===== src/sv/sbhd_pkg.sv =====
// Shared types, constants and helper functions for the hedge-delay estimator.
package sbhd_pkg;

  localparam int NUM_BUCKETS     = 15;
  localparam int MAX_SAMPLES_DEF = 64;
  localparam int BKT_W           = 4;
  localparam int DIV_STEPS       = 4;    // reciprocal, remainder, fraction products, combine
  localparam int DIV_CNT_W       = 3;
  localparam int PCT             = 99;
  localparam int DIVISOR         = 100;

  // x / 100 == (x * RECIP_100) >> RECIP_SHIFT for any 32-bit x
  localparam logic [31:0] RECIP_100         = 32'h51EB_851F;
  localparam int          RECIP_SHIFT       = 37;
  // y / 100 == (y * RECIP_100_SMALL) >> RECIP_SHIFT_SMALL for y below 99*99+1
  localparam logic [12:0] RECIP_100_SMALL   = 13'd5243;
  localparam int          RECIP_SHIFT_SMALL = 19;

  localparam logic [6:0]  MIN_SAMPLES_RST = 7'd10;
  localparam logic [15:0] GAIN_Q8_RST     = 16'd256;
  localparam logic [31:0] FLOOR_RST       = 32'd0;

  localparam logic [1:0] REG_MIN_SAMPLES = 2'd0;
  localparam logic [1:0] REG_GAIN_Q8     = 2'd1;
  localparam logic [1:0] REG_FLOOR_DELAY = 2'd2;

  localparam logic OP_RECORD = 1'b0;
  localparam logic OP_QUERY  = 1'b1;

  localparam logic [39:0] KIB = 40'd1024;
  localparam logic [39:0] MIB = 40'd1048576;

  localparam logic [39:0] BUCKET_LIMIT [NUM_BUCKETS-1] = '{
    8 * KIB, 64 * KIB, 128 * KIB, 256 * KIB, 512 * KIB,
    1 * MIB, 2 * MIB, 8 * MIB, 16 * MIB, 32 * MIB,
    64 * MIB, 128 * MIB, 256 * MIB, 512 * MIB
  };

  typedef struct packed {
    logic        op;
    logic [39:0] size_bytes;
    logic [31:0] latency_ms;
  } in_t;

  typedef struct packed {
    logic [31:0] delay_ms;
    logic        used_fallback;
  } out_t;

  typedef struct packed {
    logic accept;
    logic rec_write;
    logic fallback;
    logic div_load_t;
    logic div_load_p;
    logic div_step;
    logic take_t;
    logic ld_i;
    logic get_i;
    logic scan;
    logic add;
    logic gain;
    logic load_out;
  } cmd_t;

  typedef struct packed {
    logic is_rec;
    logic need_fb;
    logic div_done;
    logic scan_last;
    logic i_last;
    logic out_free;
  } sts_t;

  function automatic logic [BKT_W-1:0] bucket_of(input logic [39:0] size);
    logic [BKT_W-1:0] b;
    b = BKT_W'(NUM_BUCKETS - 1);
    for (int k = NUM_BUCKETS - 2; k >= 0; k--) begin
      if (size < BUCKET_LIMIT[k]) b = BKT_W'(k);
    end
    return b;
  endfunction

  function automatic logic [31:0] fallback_of(input logic [39:0] size);
    logic [31:0] f;
    if (size < MIB) f = 32'd100;
    else if (size < 8 * MIB) f = 32'd500;
    else if (size < 64 * MIB) f = 32'd1500;
    else if (size < 256 * MIB) f = 32'd3000;
    else f = 32'd5000;
    return f;
  endfunction

endpackage


===== src/sv/sbhd_ctrl.sv =====
// Sequencer for record, fallback and rank-select percentile queries.
module sbhd_ctrl (
  input  logic          clk,
  input  logic          rst_n,
  input  logic          in_valid,
  output logic          in_stall,
  input  sbhd_pkg::sts_t sts,
  output sbhd_pkg::cmd_t cmd
);

  typedef enum logic [3:0] {
    S_IDLE, S_DECODE, S_REC, S_DIVT, S_LDI, S_GETI, S_SCAN,
    S_MUL, S_DIVP, S_ADD, S_GAIN, S_DONE
  } state_t;

  state_t state_r, state_nxt;
  logic   in_stall_r, in_stall_nxt;

  always_comb begin
    state_nxt = state_r;
    cmd       = '0;
    unique case (state_r)
      S_IDLE: begin
        if (in_valid) begin
          cmd.accept = 1'b1;
          state_nxt  = S_DECODE;
        end
      end
      S_DECODE: begin
        if (sts.is_rec) begin
          state_nxt = S_REC;
        end else if (sts.need_fb) begin
          cmd.fallback = 1'b1;
          state_nxt    = S_DONE;
        end else begin
          cmd.div_load_t = 1'b1;
          state_nxt      = S_DIVT;
        end
      end
      S_REC: begin
        cmd.rec_write = 1'b1;
        state_nxt     = S_IDLE;
      end
      S_DIVT: begin
        if (sts.div_done) begin
          cmd.take_t = 1'b1;
          state_nxt  = S_LDI;
        end else begin
          cmd.div_step = 1'b1;
        end
      end
      S_LDI: begin
        cmd.ld_i  = 1'b1;
        state_nxt = S_GETI;
      end
      S_GETI: begin
        cmd.get_i = 1'b1;
        state_nxt = S_SCAN;
      end
      S_SCAN: begin
        cmd.scan = 1'b1;
        if (sts.scan_last) state_nxt = sts.i_last ? S_MUL : S_LDI;
      end
      S_MUL: begin
        cmd.div_load_p = 1'b1;
        state_nxt      = S_DIVP;
      end
      S_DIVP: begin
        if (sts.div_done) state_nxt = S_ADD;
        else cmd.div_step = 1'b1;
      end
      S_ADD: begin
        cmd.add   = 1'b1;
        state_nxt = S_GAIN;
      end
      S_GAIN: begin
        cmd.gain  = 1'b1;
        state_nxt = S_DONE;
      end
      S_DONE: begin
        if (sts.out_free) begin
          cmd.load_out = 1'b1;
          state_nxt    = S_IDLE;
        end
      end
      default: state_nxt = S_IDLE;
    endcase
    in_stall_nxt = (state_nxt != S_IDLE);
  end

  always_ff @(posedge clk) begin
    if (!rst_n) begin
      state_r    <= S_IDLE;
      in_stall_r <= 1'b0;
    end else begin
      state_r    <= state_nxt;
      in_stall_r <= in_stall_nxt;
    end
  end

  assign in_stall = in_stall_r;

`ifndef NO_ASSERTIONS
  a_stall_idle: assert property (@(posedge clk) disable iff (!rst_n)
    in_stall == (state_r != S_IDLE)) else $error("stall out of step with state");
  a_rec_return: assert property (@(posedge clk) disable iff (!rst_n)
    cmd.rec_write |=> state_r == S_IDLE) else $error("record did not finish");
  a_one_accept: assert property (@(posedge clk) disable iff (!rst_n)
    cmd.accept |=> !cmd.accept) else $error("back-to-back accept");
`endif

endmodule


===== config.mk =====
export PLATFORM = sky130hd
export DESIGN_NAME = sbhd_ctrl
export DESIGN_NICKNAME = d
export VERILOG_FILES = /design/src/sv/sbhd_pkg.sv /design/src/sv/sbhd_ctrl.sv
export SDC_FILE = /design/constraint.sdc
export NUM_CORES = 1
export LEC_CHECK = 0
export ABC_AREA = 1
export BUFFER_PORTS_ARGS = -buffer_cell sky130_fd_sc_hd__buf_2
export CORE_MARGIN = 3
export CORE_UTILIZATION = 30
export CTS_CLUSTER_SIZE = 40
export DETAILED_ROUTE_END_ITERATION = 6
export PLACE_DENSITY = 0.63
export SLEW_MARGIN = 0
export SYNTH_ARGS = -nofsm -noshare
export SYNTH_HDL_FRONTEND = slang
export SYNTH_SLANG_ARGS = --single-unit

===== constraint.sdc =====
create_clock -name clk -period 1.8 [get_ports clk]
set_clock_uncertainty 0.1 [all_clocks]
set_input_delay 0.18 -clock clk [delete_from_list [all_inputs] [get_ports clk]]
set_output_delay 0.18 -clock clk [all_outputs]
set_load 0.005 [all_outputs]

Word-level counts from Yosys, hierarchy flattened

Cells that the tools add are included.

Flip-flop bits (word level): 5
Input port bits: 9
Output and inout port bits: 14
Logic and storage cells: 44

Equal/unequal tests: 11
Muxes and demuxes: 28
Reductions and logical operators: 3

Operator list:

| kind                                           | count |
|---|---|
| one-hot mux 4 bit (11 select lines)            | 1 |
| two-way mux 4 bit                              | 7 |
| two-way mux 1 bit                              | 17 |
| == test 4 x 3 -> 1 bit (second input constant) | 4 |
| == test 4 bit (second input constant)          | 4 |
| == test 4 x 2 -> 1 bit (second input constant) | 2 |
| two-way mux 2 bit                              | 3 |
| == test 4 x 1 -> 1 bit (second input constant) | 1 |
| zero test 4 bit                                | 1 |
| nonzero test 4 bit                             | 1 |
| OR reduction 2 bit                             | 1 |

Longest topological paths before layout

Gate-level depths: netlist of run 1.

Depth after elaboration: 4
Gate-level depth with buffers: 8
Gate-level depth less buffers: 8

Least setup slack after synthesis of run 1

OpenSTA, ideal clock, no wires.

Path type: register to register
Start point: register state_r[1]
End point: register in_stall_r, in the netlist in_stall
Setup time: 0.118 ns
Arrival time: 0.973 ns
Data required time: 1.582 ns
Setup slack: 0.609 ns
Stages on the path, launching flop included: 8
Buffers on the path: 0
Period minus slack after synthesis: 1.191 ns
Cell sequence: dfxtp_1 nand3_1 nand2_1 nand2_1 nor2_2 nand2_1 nor2_1 a21oi_2

Cells in the longest elaborated chain, start to end: 3
Elaborated cells between the ends (all ways): 18
Those cells by class: 10 x eq/ne; 6 x mux; 2 x reduce/logical

Ends and longest elaborated chain:

| item                                        | line            | text |
|---|---|---|
| from (decl)                                 | sbhd_ctrl.sv:16 | `state_t state_r, state_nxt;` |
| from (signal assigned)                      | sbhd_ctrl.sv:96 | `state_r <= state_nxt;` |
| == test 4 bit, or another cell as far along | sbhd_ctrl.sv:22 | `unique case (state_r)` |
| one-hot mux 4 bit (11 select lines) (*)     | sbhd_ctrl.sv:22 |  |
| nonzero test 4 bit (*)                      | sbhd_ctrl.sv:88 | `in_stall_nxt = (state_nxt != S_IDLE);` |
| to (signal assigned)                        | sbhd_ctrl.sv:97 | `in_stall_r <= in_stall_nxt;` |
| to (decl)                                   | sbhd_ctrl.sv:17 | `logic in_stall_r, in_stall_nxt;` |

Every way passes the cells marked *; elsewhere a longest branch is shown, timed or not.
A chain may end at the register's enable or synchronous reset.

==> results.py, run 1 <==
metrics = {
    "outcome": {
        "status": "complete, no violations",
    },
    "logic_synthesis": {
        "synth_nets": 95,
        "synth_edf_count": 0,
        "syn_inst": 86,
        "synth_top_area_cell": "nand2_1",
        "synth.most_common_cell": "nand2_1",
        "syn_area_um2": 440,
        "syn_area_per_cell_um2": 5.12,
        "synth_seq_area_share_pct": 22.7,
        "async_flop_share_pct": 0,
        "synth_flop_cell": "dfxtp_1",
        "synth_common_cells": "nand2_1, nor2_1, inv_1",
        "synth_top_area_share_pct": 23.9,
        "ys_seq_elements": 5,
        "synth_area_leaders": "nand2_1, dfxtp_1, nor2_1, inv_1, nand3_1",
        "ys_warn_count": 0,
        "synth.distinct_cells": 11,
    },
    "timing": {
        "slew_headroom_pct": 82.6,
        "post-route-min-period_ps": 1490,
        "worst_pin_slew_ps": 260,
        "finalHoldViolations": 0,
        "fin_crit_sh_pct": 83.0,
        "finalSetupViolCount": 0,
        "rsz0062_at_grt": "false",
        "fmax_mhz": 669,
        "final.setup.tns_ps": 0,
        "report.final.slew_viol_count": 0,
    },
    "global_routing": {
        "grt_pass1_wl_mm": 1.93,
        "grt_use_total_pct": 13.1,
        "grt_max_degree": 7,
        "antenna_found_initial": 0,
        "grt_pass1_vias": 489,
        "overflow": 0,
    },
    "routing": {
        "routed_via_density": 4.45,
        "wire_per_inst_um": 9.27,
        "drc": 0,
        "drt_iter0_markers": 18,
        "antenna_left": 0,
        "dr.pass1.iters": 4,
        "totalWireLength_mm": 1.18,
        "vias": 565,
    },
    "layout": {
        "fin_area_um2": 596,
        "num-fill-cells": 157,
        "antenna_cells": 0,
        "nNetsFinal": 122,
        "area_growth_pct": 35.2,
        "drive_above_1_share_pct": 34.8,
    },
    "clock_network": {
        "ctsResizeCount": 0,
        "postCtsSetupBuffers": 0,
        "cts_tree": "done",
        "cts_buffers": 3,
        "clockBufferDepth": 2,
        "cts_hold_buf": 0,
        "htreeDepth": 1,
        "clkSinkCount": 5,
        "clock_latency_ps": 240,
        "root_buffer": "clkbuf_4",
        "clk_pin_slew_ps": 40,
    },
    "setup_path": {
        "end_kind": "output pin",
        "crit_fanout": 6,
        "worstSetupPathType": "flop to output pin",
        "critPathArrivalTime_ps": 1210,
        "cp.required_ps": 1520,
        "crit_path_start_kind": "flop",
    },
    "power_and_ir_drop": {
        "power_density_nw_per_um2": 633,
        "p_leak_nw": 0.407,
        "peakVddDrop_v": 0.000317,
        "power.total_mw": 0.377,
    },
    "place": {
        "placed_area_um2": 569,
        "dp_hpwl_mm": 1.02,
        "gp_routability_congestion": 0.828,
        "portBuffers": 22,
    },
    "floorplanning": {
        "die-area_um2": 1960,
        "die_h_um": 44.3,
        "rows": 13,
        "die_w_um": 44.3,
        "core_um2": 1330,
        "start_util_pct": 33.0,
        "num_io_pins": 23,
    },
    "flow_run": {
        "max_cap_violations": 0,
    },
    "min_path": {
        "hp-class": "input port to flop",
    },
}
flip-flops by register name, indices dropped and copies added, names as in the netlist:
name / flops
in_stall: 1
state_r: 4
cells by family (layout without fill, tap and decap cells):
logic type             after synthesis  in the layout  synth area share, %
AOI/OAI and AO/OA                    3              3                 4.26
DFF                                  5              5                 22.7
buffers and inverters               19             45                 16.2
and+or+nand+nor                     59             59                 56.8
worst paths after layout:
path              slack, ps  startpoint  cells after the start         end
hold reg to reg         600  state_r[2]                      6  state_r[2]
setup reg to reg        470  state_r[1]                      7    in_stall
hold / removal           40       rst_n                      3  state_r[1]
setup / recovery        310  state_r[0]                      5     cmd[10]
per-layer routing:
metal,vias up,share of wire [%],routed length (um),GRT usage (%)
li1,304,-,-,-
met4,0,0,0,6.63
met1,240,44,519,15.6
met2,21,48,563,21.8
met3,0,8.0,94,2.85
met5,-,0,0,0
layout by cell type (no fill, tap or decap):
cell type  count
nor3_1         1
nor2_1        17
buf_2         22
a21oi_2        1
clkbuf_1       1
dfxtp_1        5
o21ai_0        2
clkbuf_4       3
nand3_2        1
inv_1         12
nor2_2         5
nand2_1       28
nand3_1        7
inv_2          7
stage by stage:
step	setup slack (ps)	hold WS [ps]	utilization, %	cells
2_1_floorplan	609	178	-	86
3_3_place_gp	487	278	42.7	123
3_5_place_dp	487	282	42.7	123
4_1_cts	295	24.9	44.7	127
5_1_grt	153	56.3	44.7	127
6_report	306	35.9	44.7	127
power by group:
part	leakage, nW	switching [mW]	internal, mW
sequential	0.0410	0.0119	0.122
combinational	0.351	0.0703	0.0433
clock	0.0150	0.0456	0.0838
total	0.407	0.128	0.249
cell type report:
type / count / area [um^2] / share of cell area (%)
Inverter: 19 / 71.3 / 12.0
Timing Repair Buffer: 22 / 110 / 18.5
Tap cell: 15 / 18.8 / 3.15
Clock buffer: 4 / 26.3 / 4.41
Multi-Input combinational cell: 62 / 269 / 45.2
Sequential cell: 5 / 100 / 16.8
worst max-delay path, stage by stage (launching register included):
cell	delay [ps]
dfxtp_1	420
inv_2	80
nor2_2	120
nand2_1	80
nor2_2	130
buf_2	130
No activity file was read; power rests on OpenSTA's default activity.
==> run 2, diff against run 1 <==
--- a/config.mk
+++ b/config.mk
@@ -11,7 +11,7 @@
 export CORE_UTILIZATION = 30
 export CTS_CLUSTER_SIZE = 40
 export DETAILED_ROUTE_END_ITERATION = 6
-export PLACE_DENSITY = 0.63
+export PLACE_DENSITY = 0.65
 export SLEW_MARGIN = 0
 export SYNTH_ARGS = -nofsm -noshare
 export SYNTH_HDL_FRONTEND = slang
==> constraint.sdc (replaced) <==
create_clock -name clk -period 1.2 [get_ports clk]
set_clock_uncertainty 0.1 [all_clocks]
set_input_delay 0.12 -clock clk [delete_from_list [all_inputs] [get_ports clk]]
set_output_delay 0.12 -clock clk [all_outputs]
set_load 0.005 [all_outputs]
==> run 2 against run 1 <==
  * The flow now finishes with violations (negative setup slack)
  * Sequential power rose by 59%
  * Largest power group is now combinational cells
  * Non-clock buffer count is 13 higher
  * First-iteration DRC count down 61%
  * Critical path type unchanged
  * Hold slack gained 100 ps
  * Via count is 11% higher
  * Critical endpoint unchanged
  * Flip-flop and latch count is the same
  * Largest cell class unchanged
==> results.py, run 2 (synthesis gave the netlist of run 1 again) <==
metrics = {
    "min_path": {
        "hold-path-cell-count": 5,
        "hp-class": "input port to flop",
    },
    "routing": {
        "route.met2.wl_um": 689,
        "drt_iter0_markers": 7,
        "routed_via_density": 4.48,
        "dr_wl_met3_um": 95,
        "totalWireLength_mm": 1.42,
        "met1_length_um": 573,
        "drc": 0,
        "vias": 627,
        "antenna_left": 0,
        "dr.pass1.iters": 3,
        "top_layer": "met4",
        "wire_per_inst_um": 10.1,
    },
    "place": {
        "portBuffers": 22,
        "gp_routability_congestion": 0.767,
        "dp_hpwl_mm": 1.03,
        "placed_area_um2": 637,
    },
    "setup_path": {
        "critPathArrivalTime_ps": 1150,
        "crit_path_start_kind": "flop",
        "cp.required_ps": 980,
        "worstSetupPathType": "flop to output pin",
        "end_kind": "output pin",
        "crit_fanout": 6,
        "r2r_cells": 9,
    },
    "layout": {
        "top_register": "state_r",
        "area_growth_pct": 88.9,
        "num-fill-cells": 126,
        "fin_area_um2": 832,
        "antenna_cells": 0,
        "drive_above_1_share_pct": 60.8,
        "final_common_cell": "nand2_1",
        "largest_reg_flops": 4,
        "nNetsFinal": 135,
        "final_cell_mix": "nand2_1, buf_2, nor2_1, inv_1, buf_4",
    },
    "clock_network": {
        "htreeDepth": 1,
        "clkSinkCount": 5,
        "cts_buffers": 3,
        "root_buffer": "clkbuf_4",
        "clockBufferDepth": 2,
        "clock_latency_ps": 240,
        "clk_pin_slew_ps": 40,
        "cts_tree": "done",
    },
    "floorplanning": {
        "rows": 13,
        "num_io_pins": 23,
        "start_util_pct": 33.0,
        "die_h_um": 44.3,
        "die_w_um": 44.3,
        "core_um2": 1330,
        "die-area_um2": 1960,
    },
    "timing": {
        "fin_crit_sh_pct": 114,
        "post-route-min-period_ps": 1370,
        "worst_pin_slew_ps": 132,
        "finalHoldViolations": 0,
        "fin_ws_ps": -173,
        "slew_headroom_pct": 91.1,
        "finalSetupViolCount": 15,
        "fmax_mhz": 728,
        "report.final.slew_viol_count": 0,
        "rsz0062_at_grt": "true",
        "whs_ps": 136,
    },
    "global_routing": {
        "overflow": 0,
        "grt_pass1_wl_mm": 1.98,
        "antenna_found_initial": 0,
        "grt_use_total_pct": 14.2,
        "grt_max_degree": 7,
        "grt_pass1_vias": 521,
    },
    "power_and_ir_drop": {
        "p_leak_nw": 0.487,
        "peakVddDrop_v": 0.000520,
        "power_density_nw_per_um2": 781,
        "power.total_mw": 0.650,
    },
    "flow_run": {
        "max_cap_violations": 0,
    },
    "outcome": {
        "violations": "negative setup slack",
        "status": "finished with violations",
    },
}
-- run 2: changes by cell type in the layout (fill, tap and decap cells not counted), sizes merged --
cell         delta
buf            +12
dlygate4sd3     +1
-- run 2: routing by layer --
| layer | GRT usage [%] | vias up |
|---|---|---|
| met4 | 14.5 | 0 |
| met5 | 0 | - |
| met1 | 15.1 | 264 |
| li1 | - | 333 |
| met2 | 22.4 | 23 |
| met3 | 2.85 | 7 |
-- run 2: layout make-up --
type / count / area (um^2) / share of cell area (%)
inverter: 19 / 86.3 / 10.4
timing repair buffer: 35 / 231 / 27.8
tap: 15 / 18.8 / 2.26
clock buffer: 4 / 26.3 / 3.16
sequential: 5 / 115 / 13.8
multi-input combinational: 62 / 354 / 42.6
-- run 2: metrics by stage --
step | worst slack, ps | cells | TNS (ps) | util [%]
after global routing | -236 | 140 | -2820 | 62.4
after floorplan | 8.99 | 86 | 0 | -
final | -173 | 140 | -1850 | 62.4
after CTS | -183 | 138 | -1830 | 55.0
after detailed placement | -146 | 132 | -299 | 47.7
after global placement | -156 | 132 | -325 | 47.7
-- run 2: power breakdown --
group	switching [mW]	internal [mW]	leakage (nW)
sequential	0.0301	0.183	0.0439
combinational	0.135	0.107	0.428
clock	0.0697	0.126	0.0150
total	0.235	0.415	0.487
-- run 2: timing repair --
item                                   in CTS  in global routing
endpoints found under the hold margin       1                  0
setup endpoints to repair                  16                 17
resized for setup                          20                 26
hold buffers                                1                  0
setup buffers                               1                  2
pin swaps                                   5                  8
-- run 2: worst paths after layout --
path	start	endpoint	slack, ps
worst max-delay path	state_r[0]	cmd[10]	-170
worst max register to register	state_r[2]	in_stall	-140
worst min-delay path	sts[3]	state_r[2]	140
worst min register to register	state_r[1]	state_r[2]	640
-- run 2: critical path: stages, from the launching register on --
cell     delay, ps
dfxtp_4        400
inv_4           60
nor2_4         120
nand2_2         90
nor2_4         110
buf_2          130
